===== src/rtl/assert_macros.svh =====
// assertion helpers shared by the rtl
`ifndef ASSERT_MACROS_SVH
`define ASSERT_MACROS_SVH
`ifndef ASSERT_OFF
`define ASSERT_IMP(lbl, clk, rst_n, ante, cons) \
	lbl: assert property (@(posedge clk) disable iff (!(rst_n)) (ante) |-> (cons)) \
		else $error("same-cycle implication violated");
`define ASSERT_NXT(lbl, clk, rst_n, ante, cons) \
	lbl: assert property (@(posedge clk) disable iff (!(rst_n)) (ante) |=> (cons)) \
		else $error("next-cycle implication violated");
`else
`define ASSERT_IMP(lbl, clk, rst_n, ante, cons)
`define ASSERT_NXT(lbl, clk, rst_n, ante, cons)
`endif
`endif


===== src/rtl/sgs_pkg.sv =====
package sgs_pkg;

	localparam int SAMPLE_WIDTH = 16;
	localparam int DEPTH        = 9;
	localparam int IDX_W        = $clog2(DEPTH);
	localparam int CNT_W        = 4;
	localparam int HALF_W       = 3;

	// datapath widths
	localparam int TERM_W = SAMPLE_WIDTH + 7;
	localparam int SUM_W  = SAMPLE_WIDTH + 10;
	localparam int ACC_W  = SAMPLE_WIDTH + 12;
	localparam int A_W    = SAMPLE_WIDTH + 9;
	localparam int MUL_W  = A_W + 1;
	localparam int PROD_W = A_W + MUL_W;

	typedef enum logic [1:0] {
		WIN_5 = 2'd0,
		WIN_7 = 2'd1,
		WIN_9 = 2'd2
	} win_t;

	localparam int DIV_5 = 35;
	localparam int DIV_7 = 21;
	localparam int DIV_9 = 231;

	// reciprocal of 2*div, exact for numerators below 2**A_W
	localparam int SHIFT_5 = A_W + $clog2(2 * DIV_5);
	localparam int SHIFT_7 = A_W + $clog2(2 * DIV_7);
	localparam int SHIFT_9 = A_W + $clog2(2 * DIV_9);
	localparam longint unsigned RECIP_5 =
		((64'd1 << SHIFT_5) + 64'(2 * DIV_5) - 64'd1) / 64'(2 * DIV_5);
	localparam longint unsigned RECIP_7 =
		((64'd1 << SHIFT_7) + 64'(2 * DIV_7) - 64'd1) / 64'(2 * DIV_7);
	localparam longint unsigned RECIP_9 =
		((64'd1 << SHIFT_9) + 64'(2 * DIV_9) - 64'd1) / 64'(2 * DIV_9);

	localparam logic signed [TERM_W-1:0] WT5_0 = TERM_W'(17);
	localparam logic signed [TERM_W-1:0] WT5_1 = TERM_W'(12);
	localparam logic signed [TERM_W-1:0] WT5_2 = TERM_W'(-3);
	localparam logic signed [TERM_W-1:0] WT7_0 = TERM_W'(7);
	localparam logic signed [TERM_W-1:0] WT7_1 = TERM_W'(6);
	localparam logic signed [TERM_W-1:0] WT7_2 = TERM_W'(3);
	localparam logic signed [TERM_W-1:0] WT7_3 = TERM_W'(-2);
	localparam logic signed [TERM_W-1:0] WT9_0 = TERM_W'(59);
	localparam logic signed [TERM_W-1:0] WT9_1 = TERM_W'(54);
	localparam logic signed [TERM_W-1:0] WT9_2 = TERM_W'(39);
	localparam logic signed [TERM_W-1:0] WT9_3 = TERM_W'(14);
	localparam logic signed [TERM_W-1:0] WT9_4 = TERM_W'(-21);

	localparam logic signed [SAMPLE_WIDTH-1:0] SMP_MAX = {1'b0, {(SAMPLE_WIDTH-1){1'b1}}};
	localparam logic signed [SAMPLE_WIDTH-1:0] SMP_MIN = {1'b1, {(SAMPLE_WIDTH-1){1'b0}}};

	typedef struct packed {
		logic signed [SAMPLE_WIDTH-1:0] sample_in;
		logic                           is_last_in;
	} smp_t;

	typedef struct packed {
		logic signed [SAMPLE_WIDTH-1:0] sample_out;
		logic                           is_last_out;
	} res_t;

	function automatic logic [HALF_W-1:0] half_of(input win_t w);
		case (w)
			WIN_7:   half_of = HALF_W'(3);
			WIN_9:   half_of = HALF_W'(4);
			default: half_of = HALF_W'(2);
		endcase
	endfunction

	function automatic int div_of(input win_t w);
		case (w)
			WIN_7:   div_of = DIV_7;
			WIN_9:   div_of = DIV_9;
			default: div_of = DIV_5;
		endcase
	endfunction

	function automatic logic [MUL_W-1:0] recip_of(input win_t w);
		case (w)
			WIN_7:   recip_of = MUL_W'(RECIP_7);
			WIN_9:   recip_of = MUL_W'(RECIP_9);
			default: recip_of = MUL_W'(RECIP_5);
		endcase
	endfunction

endpackage


===== src/rtl/savitzky_golay_smoother.sv =====
// quadratic savitzky-golay smoother, 5/7/9-point window selected by the mode written via cfg_we/cfg_wdata
// the first result of a transaction passes the job register, stages s1 to s4 and res_q;
//   the rest of a flush follow one per cycle while res_stall stays low
// throughput: one sample per cycle while res_stall stays low; a last sample stalls the input
//   while the flush walks the delay line
// reset: arst_n clears the pipeline, delay line, sample count and selects 5-point
`include "assert_macros.svh"

module savitzky_golay_smoother (
	input  logic          clk,
	input  logic          arst_n,
	input  logic          cfg_we,
	input  logic [1:0]    cfg_wdata,
	input  logic          smp_valid,
	output logic          smp_stall,
	input  sgs_pkg::smp_t smp_item,
	output logic          res_valid,
	input  logic          res_stall,
	output sgs_pkg::res_t res_item
);
	import sgs_pkg::*;

	localparam int W = SAMPLE_WIDTH;

	function automatic logic signed [TERM_W-1:0] wterm(
		input logic signed [W-1:0]      a,
		input logic signed [W-1:0]      b,
		input logic signed [TERM_W-1:0] c
	);
		wterm = (TERM_W'(a) + TERM_W'(b)) * c;
	endfunction

	// front: config, sequence state, delay line, flush job
	logic [1:0]              mode_q;
	win_t                    win_q;
	logic [CNT_W-1:0]        seen_q;
	logic signed [W-1:0]     dl_q [DEPTH];
	logic                    job_v_q;
	logic                    job_last_q;
	logic [HALF_W-1:0]       job_k_q;
	logic [CNT_W-1:0]        job_j_q;

	logic                    smp_acc;
	logic                    job_go;
	logic                    job_final;
	win_t                    win_new;
	logic [HALF_W-1:0]       h_new;
	logic [HALF_W-1:0]       kmax;

	// pipeline
	logic                    v1_q, v2_q, v3_q, v4_q, res_v_q;
	logic                    rdy1, rdy2, rdy3, rdy4, rdy_o;

	logic signed [TERM_W-1:0] term_s1 [5];
	win_t                     win_s1;
	logic                     fixed_s1;
	logic signed [W-1:0]      val_s1;
	logic                     last_s1;

	logic signed [SUM_W-1:0]  sum_s2;
	win_t                     win_s2;
	logic                     fixed_s2;
	logic signed [W-1:0]      val_s2;
	logic                     last_s2;

	logic [A_W-1:0]           a_s3;
	win_t                     win_s3;
	logic                     fixed_s3;
	logic signed [W-1:0]      val_s3;
	logic                     last_s3;

	logic [PROD_W-1:0]        prod_s4;
	win_t                     win_s4;
	logic                     fixed_s4;
	logic signed [W-1:0]      val_s4;
	logic                     last_s4;

	res_t                     res_q;

	// job stage combinational
	logic [HALF_W-1:0]        h_cur;
	logic [CNT_W-1:0]         pos;
	logic                     is_copy;
	logic                     is_kern;
	logic [IDX_W-1:0]         k_idx, up_idx, dn_idx;
	logic signed [W+1:0]      ksum;
	logic signed [W-1:0]      fix_val;
	logic signed [TERM_W-1:0] term_c [5];

	logic signed [SUM_W-1:0]  sum_c;
	logic signed [ACC_W-1:0]  afull;
	logic signed [ACC_W-1:0]  lim;
	logic                     sat_hi, sat_lo;
	logic [W-1:0]             quo;

	assign smp_acc = smp_valid && !smp_stall;

	always_comb begin
		if (seen_q != '0) begin
			win_new = win_q;
		end else if (mode_q == WIN_7) begin
			win_new = WIN_7;
		end else if (mode_q == WIN_9) begin
			win_new = WIN_9;
		end else begin
			win_new = WIN_5;
		end
	end

	assign h_new = half_of(win_new);
	assign kmax  = (seen_q < CNT_W'(h_new)) ? HALF_W'(seen_q) : h_new;

	assign rdy_o = !res_v_q || !res_stall;
	assign rdy4  = !v4_q || rdy_o;
	assign rdy3  = !v3_q || rdy4;
	assign rdy2  = !v2_q || rdy3;
	assign rdy1  = !v1_q || rdy2;

	assign job_go    = job_v_q && rdy1;
	assign job_final = !job_last_q || (job_k_q == '0);
	assign smp_stall = job_v_q && !(job_go && job_final);

	always_ff @(posedge clk or negedge arst_n) begin
		if (!arst_n) begin
			mode_q     <= WIN_5;
			win_q      <= WIN_5;
			seen_q     <= '0;
			job_v_q    <= 1'b0;
			job_last_q <= 1'b0;
			job_k_q    <= '0;
			job_j_q    <= '0;
			for (int n = 0; n < DEPTH; n++) begin
				dl_q[n] <= '0;
			end
		end else begin
			if (cfg_we) begin
				mode_q <= cfg_wdata;
			end
			if (smp_acc) begin
				win_q   <= win_new;
				dl_q[0] <= smp_item.sample_in;
				for (int n = 1; n < DEPTH; n++) begin
					dl_q[n] <= dl_q[n-1];
				end
				if (smp_item.is_last_in) begin
					seen_q <= '0;
				end else if (seen_q != '1) begin
					seen_q <= seen_q + CNT_W'(1);
				end
				job_v_q    <= smp_item.is_last_in || (seen_q >= CNT_W'(h_new));
				job_last_q <= smp_item.is_last_in;
				job_k_q    <= smp_item.is_last_in ? kmax : h_new;
				job_j_q    <= seen_q;
			end else if (job_go) begin
				if (job_final) begin
					job_v_q <= 1'b0;
				end else begin
					job_k_q <= job_k_q - HALF_W'(1);
				end
			end
		end
	end

	// result selection for the sample at delay position job_k_q
	assign h_cur   = half_of(win_q);
	assign pos     = job_j_q - CNT_W'(job_k_q);
	assign is_copy = (pos == '0) || (job_last_q && job_k_q == '0);
	assign is_kern = (pos < CNT_W'(h_cur)) || (job_last_q && job_k_q < h_cur);
	assign k_idx   = IDX_W'(job_k_q);
	assign up_idx  = k_idx + IDX_W'(1);
	assign dn_idx  = (job_k_q == '0) ? '0 : k_idx - IDX_W'(1);

	assign ksum = (W+2)'(dl_q[up_idx]) + ((W+2)'(dl_q[k_idx]) <<< 1)
		+ (W+2)'(dl_q[dn_idx]) + (W+2)'(2);
	assign fix_val = is_copy ? dl_q[k_idx] : ksum[W+1:2];

	// window always centered on the half-window tap
	always_comb begin
		case (win_q)
			WIN_9: begin
				term_c[0] = wterm(dl_q[4], '0, WT9_0);
				term_c[1] = wterm(dl_q[3], dl_q[5], WT9_1);
				term_c[2] = wterm(dl_q[2], dl_q[6], WT9_2);
				term_c[3] = wterm(dl_q[1], dl_q[7], WT9_3);
				term_c[4] = wterm(dl_q[0], dl_q[8], WT9_4);
			end
			WIN_7: begin
				term_c[0] = wterm(dl_q[3], '0, WT7_0);
				term_c[1] = wterm(dl_q[2], dl_q[4], WT7_1);
				term_c[2] = wterm(dl_q[1], dl_q[5], WT7_2);
				term_c[3] = wterm(dl_q[0], dl_q[6], WT7_3);
				term_c[4] = '0;
			end
			default: begin
				term_c[0] = wterm(dl_q[2], '0, WT5_0);
				term_c[1] = wterm(dl_q[1], dl_q[3], WT5_1);
				term_c[2] = wterm(dl_q[0], dl_q[4], WT5_2);
				term_c[3] = '0;
				term_c[4] = '0;
			end
		endcase
	end

	always_comb begin
		sum_c = '0;
		for (int n = 0; n < 5; n++) begin
			sum_c = sum_c + SUM_W'(term_s1[n]);
		end
	end

	// offset numerator so the quotient is unsigned and below 2**W when in range
	assign afull = (ACC_W'(sum_s2) <<< 1) + ACC_W'(div_of(win_s2))
		+ ACC_W'(2 * div_of(win_s2)) * (ACC_W'(1) <<< (W-1));
	assign lim    = ACC_W'(2 * div_of(win_s2)) * (ACC_W'(1) <<< W);
	assign sat_lo = afull[ACC_W-1];
	assign sat_hi = !sat_lo && (afull >= lim);

	always_comb begin
		case (win_s4)
			WIN_7:   quo = prod_s4[SHIFT_7 +: W];
			WIN_9:   quo = prod_s4[SHIFT_9 +: W];
			default: quo = prod_s4[SHIFT_5 +: W];
		endcase
	end

	always_ff @(posedge clk or negedge arst_n) begin
		if (!arst_n) begin
			v1_q    <= 1'b0;
			v2_q    <= 1'b0;
			v3_q    <= 1'b0;
			v4_q    <= 1'b0;
			res_v_q <= 1'b0;
		end else begin
			if (rdy1) begin
				v1_q <= job_v_q;
			end
			if (rdy2) begin
				v2_q <= v1_q;
			end
			if (rdy3) begin
				v3_q <= v2_q;
			end
			if (rdy4) begin
				v4_q <= v3_q;
			end
			if (rdy_o) begin
				res_v_q <= v4_q;
			end
		end
	end

	always_ff @(posedge clk) begin
		if (job_go) begin
			term_s1  <= term_c;
			win_s1   <= win_q;
			fixed_s1 <= is_copy || is_kern;
			val_s1   <= fix_val;
			last_s1  <= job_last_q && (job_k_q == '0);
		end
		if (rdy2 && v1_q) begin
			sum_s2   <= sum_c;
			win_s2   <= win_s1;
			fixed_s2 <= fixed_s1;
			val_s2   <= val_s1;
			last_s2  <= last_s1;
		end
		if (rdy3 && v2_q) begin
			a_s3     <= afull[A_W-1:0];
			win_s3   <= win_s2;
			fixed_s3 <= fixed_s2 || sat_hi || sat_lo;
			val_s3   <= fixed_s2 ? val_s2 : (sat_hi ? SMP_MAX : SMP_MIN);
			last_s3  <= last_s2;
		end
		if (rdy4 && v3_q) begin
			prod_s4  <= PROD_W'(a_s3) * PROD_W'(recip_of(win_s3));
			win_s4   <= win_s3;
			fixed_s4 <= fixed_s3;
			val_s4   <= val_s3;
			last_s4  <= last_s3;
		end
		if (rdy_o && v4_q) begin
			res_q.sample_out  <= fixed_s4 ? val_s4 : {~quo[W-1], quo[W-2:0]};
			res_q.is_last_out <= last_s4;
		end
	end

	assign res_valid = res_v_q;
	assign res_item  = res_q;

	`ASSERT_IMP(a_flush_holds_input, clk, arst_n, job_v_q && job_last_q && (job_k_q != '0), smp_stall)
	`ASSERT_NXT(a_seen_clears_on_last, clk, arst_n, smp_acc && smp_item.is_last_in, seen_q == '0)
	`ASSERT_IMP(a_job_within_half, clk, arst_n, job_v_q, job_k_q <= half_of(win_q))
	`ASSERT_IMP(a_steady_job_centered, clk, arst_n, job_v_q && !job_last_q, job_k_q == half_of(win_q))
	`ASSERT_IMP(a_kernel_has_neighbor, clk, arst_n, job_v_q && is_kern && !is_copy, job_k_q != '0)

endmodule

===== config.mk =====
export PLATFORM = sky130hd
export DESIGN_NAME = savitzky_golay_smoother
export DESIGN_NICKNAME = d
export VERILOG_FILES = /design/src/rtl/sgs_pkg.sv /design/src/rtl/savitzky_golay_smoother.sv
export VERILOG_INCLUDE_DIRS = /design/src /design/src/rtl
export SDC_FILE = /design/constraint.sdc
export NUM_CORES = 2
export LEC_CHECK = 0
export BUFFER_PORTS_ARGS = -buffer_cell sky130_fd_sc_hd__buf_2
export CORE_MARGIN = 2
export CORE_UTILIZATION = 60
export CTS_BUF_LIST = sky130_fd_sc_hd__clkbuf_8 sky130_fd_sc_hd__clkbuf_16
export CTS_CLUSTER_DIAMETER = 60
export CTS_CLUSTER_SIZE = 12
export DETAILED_ROUTE_END_ITERATION = 10
export GPL_TIMING_DRIVEN = 0
export MAX_ROUTING_LAYER = met4
export PLACE_DENSITY = 0.73
export SLEW_MARGIN = 10
export SYNTH_ARGS = -nofsm -noshare
export SYNTH_HDL_FRONTEND = slang
export SYNTH_SLANG_ARGS = --single-unit

===== constraint.sdc =====
create_clock -name clk -period 9.3 [get_ports clk]
set_clock_uncertainty 0.1 [all_clocks]
set_input_delay 0.93 -clock clk [delete_from_list [all_inputs] [get_ports clk]]
set_output_delay 0.93 -clock clk [all_outputs]
set_load 0.02 [all_outputs]

==> metrics.log <==
INFO  metric status = complete, no violations
INFO  metric viasPerCell = 6.15
INFO  metric setup_total_negative_slack = 0 ns
INFO  metric finalSetupViolCount = 0
INFO  metric antenna_violations_before_repair = 7
INFO  metric final_min_period_over_clock_period = 0.983
INFO  metric die-width = 324 µm
INFO  metric asyncSetResetFlopFracSynth = 0.373
INFO  metric numCtsBuffers = 49
INFO  metric syn2layout_area_growth = 6.11%
INFO  metric drc = 0
INFO  metric r2r-end = prod_s4[49]
INFO  metric share_of_final_layout_standard_cells_stronger_than_drive_strength_1 = 0.0459
INFO  metric synth.yosys.seq_area_share = 0.204
INFO  metric place_inst = 7642
INFO  metric fp-row-count = 117
INFO  metric worst_slew_pin_slew = 1.47 ns
INFO  metric setup.reg_to_reg.worst_slack = 0.16 ns
INFO  metric r2r_start = win_s3[0]
INFO  metric max_clock_freq = 0.109 GHz
INFO  metric data_arrival_time_of_the_worst_path = 9.38 ns
INFO  metric yosys_warnings = 0
INFO  metric detail_route.wirelength = 192000 µm
INFO  metric globalRouteTotalUtil = 0.380
INFO  metric route.detailed.wl_per_inst = 24.8 µm
INFO  metric path_clk_slew = 0.06 ns
INFO  metric cts_htree_levels = 2
INFO  metric timing_max_transition_violations_final = 0
INFO  metric layoutNonFillerInstCount = 7734
INFO  metric grt_start_max_net_pins = 92
INFO  metric tritoncts_num_sinks = 445
INFO  metric holdCritPathClass = in -> async
INFO  metric cp_slowest_cell = clkbuf_1
INFO  metric cts.path.max_buffers = 3
INFO  metric r2r.worst_path.cells = 27
INFO  metric clk_root_buffer_cell = clkbuf_16
INFO  metric number_of_port_buffers = 42
INFO  metric syn-cell-area = 0.0615 mm²
INFO  metric rsz_0062_raised_after_global_routing = no
INFO  metric die_y = 324 µm
INFO  metric antenna_left = 0
INFO  metric most_instantiated_flip_flop_cell_in_the_synthesis_netlist = edfxtp_1
INFO  metric worst-path-buf-inv = 6
INFO  metric endpoint = prod_s4[49]
INFO  metric most-common-layout-cells = inv_1 (1065), ha_1 (1025), fa_1 (635)
INFO  metric postLayoutCoreUtil = 0.641
INFO  metric post-dp-hpwl = 158000 µm
INFO  metric critical_path_depth = 27
INFO  metric critical_path.startpoint_type = flop
INFO  metric cap_viol_max_count = 0
INFO  metric timing.critical_path.mode_cell = fa_1
INFO  metric fin_crit = 9.14 ns
INFO  metric synth_seq_cells = 445
INFO  metric worst_setup_path_startpoint = win_s3[0]
INFO  metric grt_pass1_wl = 284000 µm
INFO  metric first_global_vias = 47300
INFO  metric synth_edf_count = 279
INFO  metric worst-setup-path-type = reg -> reg
INFO  metric tritoncts = done
INFO  metric most_common_cell_after_layout_fill_and_taps_aside = inv_1
INFO  metric core_region_area = 0.102 mm²
INFO  metric starting_density = 0.604
INFO  metric finalWeightedCongestion = 1.11
INFO  metric synth.distinct_cells = 80
INFO  metric finalHoldViolations = 0
INFO  metric worstPathMaxFanout = 10
INFO  metric timing.critical_path.to_type = flop
INFO  metric clk-insertion-delay-late = 0.63 ns
INFO  metric critical_path.top_delay_family = adder cells
INFO  metric floorplan.io_pins = 43
INFO  metric synthCells = 6225
INFO  metric mappedNetlistNets = 7910
INFO  metric timing.slew.headroom = 0.0196
INFO  metric drtPass1Iterations = 8
INFO  metric detailedRoute.firstIterationViolations = 4763
INFO  metric global_route.overflow_total = 0
INFO  metric fp.dieArea = 0.105 mm²
INFO  metric dr_total_vias = 47600
INFO  metric wp_data_required = 9.54 ns
INFO  metric fin_nets = 8016
INFO  metric slowest_delay = 0.71 ns
INFO  metric avgSynthCellArea = 9.88 µm²
-- per-stage QoR --
| step | setup WS, ns | hold slack, ns | instance area, µm² |
|---|---|---|---|
| 3_5_place_dp | -1.76 | 0.305 | 63600 |
| 3_3_place_gp | -1.71 | 0.301 | 63400 |
| 4_1_cts | 0.0121 | 0.197 | 65200 |
| 6_report | 0.157 | 0.177 | 65200 |
| 5_1_grt | 0.0102 | 0.226 | 65200 |
| 2_1_floorplan | 1.33 | 0.300 | 61500 |
-- cell usage after synthesis, drive strengths merged, types with 9 or more instances --
| cell | n | area (µm²) |
|---|---|---|
| nand4 | 17 | 106 |
| o21ai | 296 | 1480 |
| nor3 | 79 | 395 |
| nor2 | 271 | 1020 |
| a21o | 109 | 818 |
| o21a | 55 | 413 |
| fa | 635 | 12700 |
| dfrtp | 166 | 4150 |
| a31oi | 26 | 163 |
| o31a | 16 | 140 |
| or2 | 18 | 113 |
| and3 | 41 | 257 |
| a41oi | 10 | 95.1 |
| xnor2 | 257 | 2250 |
| mux2 | 9 | 101 |
| and2 | 34 | 213 |
| o211ai | 20 | 150 |
| ha | 1026 | 12800 |
| a211oi | 35 | 263 |
| nand2 | 565 | 2120 |
| nand3 | 61 | 305 |
| a22oi | 32 | 240 |
| mux4 | 96 | 2160 |
| a21oi | 323 | 1620 |
| mux2i | 38 | 380 |
| or3 | 15 | 93.8 |
| o41ai | 10 | 87.6 |
| a221oi | 29 | 254 |
| o31ai | 20 | 160 |
| nor3b | 9 | 67.6 |
| inv | 1059 | 3980 |
| a21boi | 20 | 150 |
| o22ai | 14 | 87.6 |
| buf | 25 | 96.3 |
| o2111ai | 10 | 87.6 |
| o21bai | 47 | 353 |
| edfxtp | 279 | 8380 |
| clkbuf | 108 | 405 |
| nor2b | 75 | 469 |
| nand2b | 43 | 269 |
| xor2 | 137 | 1200 |
-- metal layers --
metal,vias up,global-route usage,part of all wire
li1,21400,-,-
met1,23000,0.444,0.36
met2,2501,0.573,0.43
met3,757,0.0863,0.10
met4,0,0.289,0.10
met5,-,-,0
-- worst min-delay path by stage --
stage	startpoint	endpoint	slack [ns]
floorplan	fixed_s1	fixed_s2	0.30
global placement	val_s3[2]	val_s4[2]	0.30
detailed placement	last_s1	last_s2	0.30
CTS	arst_n	v2_q	0.20
global route	arst_n	v2_q	0.23
finish	arst_n	v2_q	0.18
-- final cells by class --
cell class,count,area (µm²)
multi-input cells,4585,44500
fillers,8279,36500
flip-flops and latches,445,12500
inverters,1062,4000
well taps,1368,1710
clock buffers,50,1240
plain buffers,131,514
repair buffers,57,434
clock inverters,30,272
diodes,6,15.0
-- cell families (layout without fill, tap and decap cells) --
family / after synthesis / count (layout) / share of synthesized area
fa+ha+maj: 1661 / 1661 / 0.416
simple gates: 1249 / 1249 / 0.0910
buf+inv: 1195 / 1330 / 0.0730
compound gates: 1138 / 1138 / 0.117
flops: 445 / 445 / 0.204
xor+xnor: 394 / 394 / 0.0561
mux: 143 / 143 / 0.0430
other cells: 0 / 6 / 0
-- registers in the layout, indices dropped and copies added, names as in the netlist, 3 cells and up --
register / cells
dl_q: 144
term_s1: 113
sum_s2: 26
a_s3: 24
prod_s4: 19
res_item: 17
val_s1: 16
val_s2: 16
val_s3: 16
val_s4: 16
job_j_q: 4
seen_q: 4
job_k_q: 3
-- repair_timing --
item | CTS | global route
pin swaps | 2 | 0
endpoints found under the hold margin | 0 | 0
gates resized for setup | 17 | 10
hold buffers | 0 | 0
buffers inserted | 3 | 5
endpoints found under the setup margin | 19 | 8
Power is left out: the tool's default activity adds up to more than one toggle a clock period on the data nets, which glitch-free logic cannot reach.
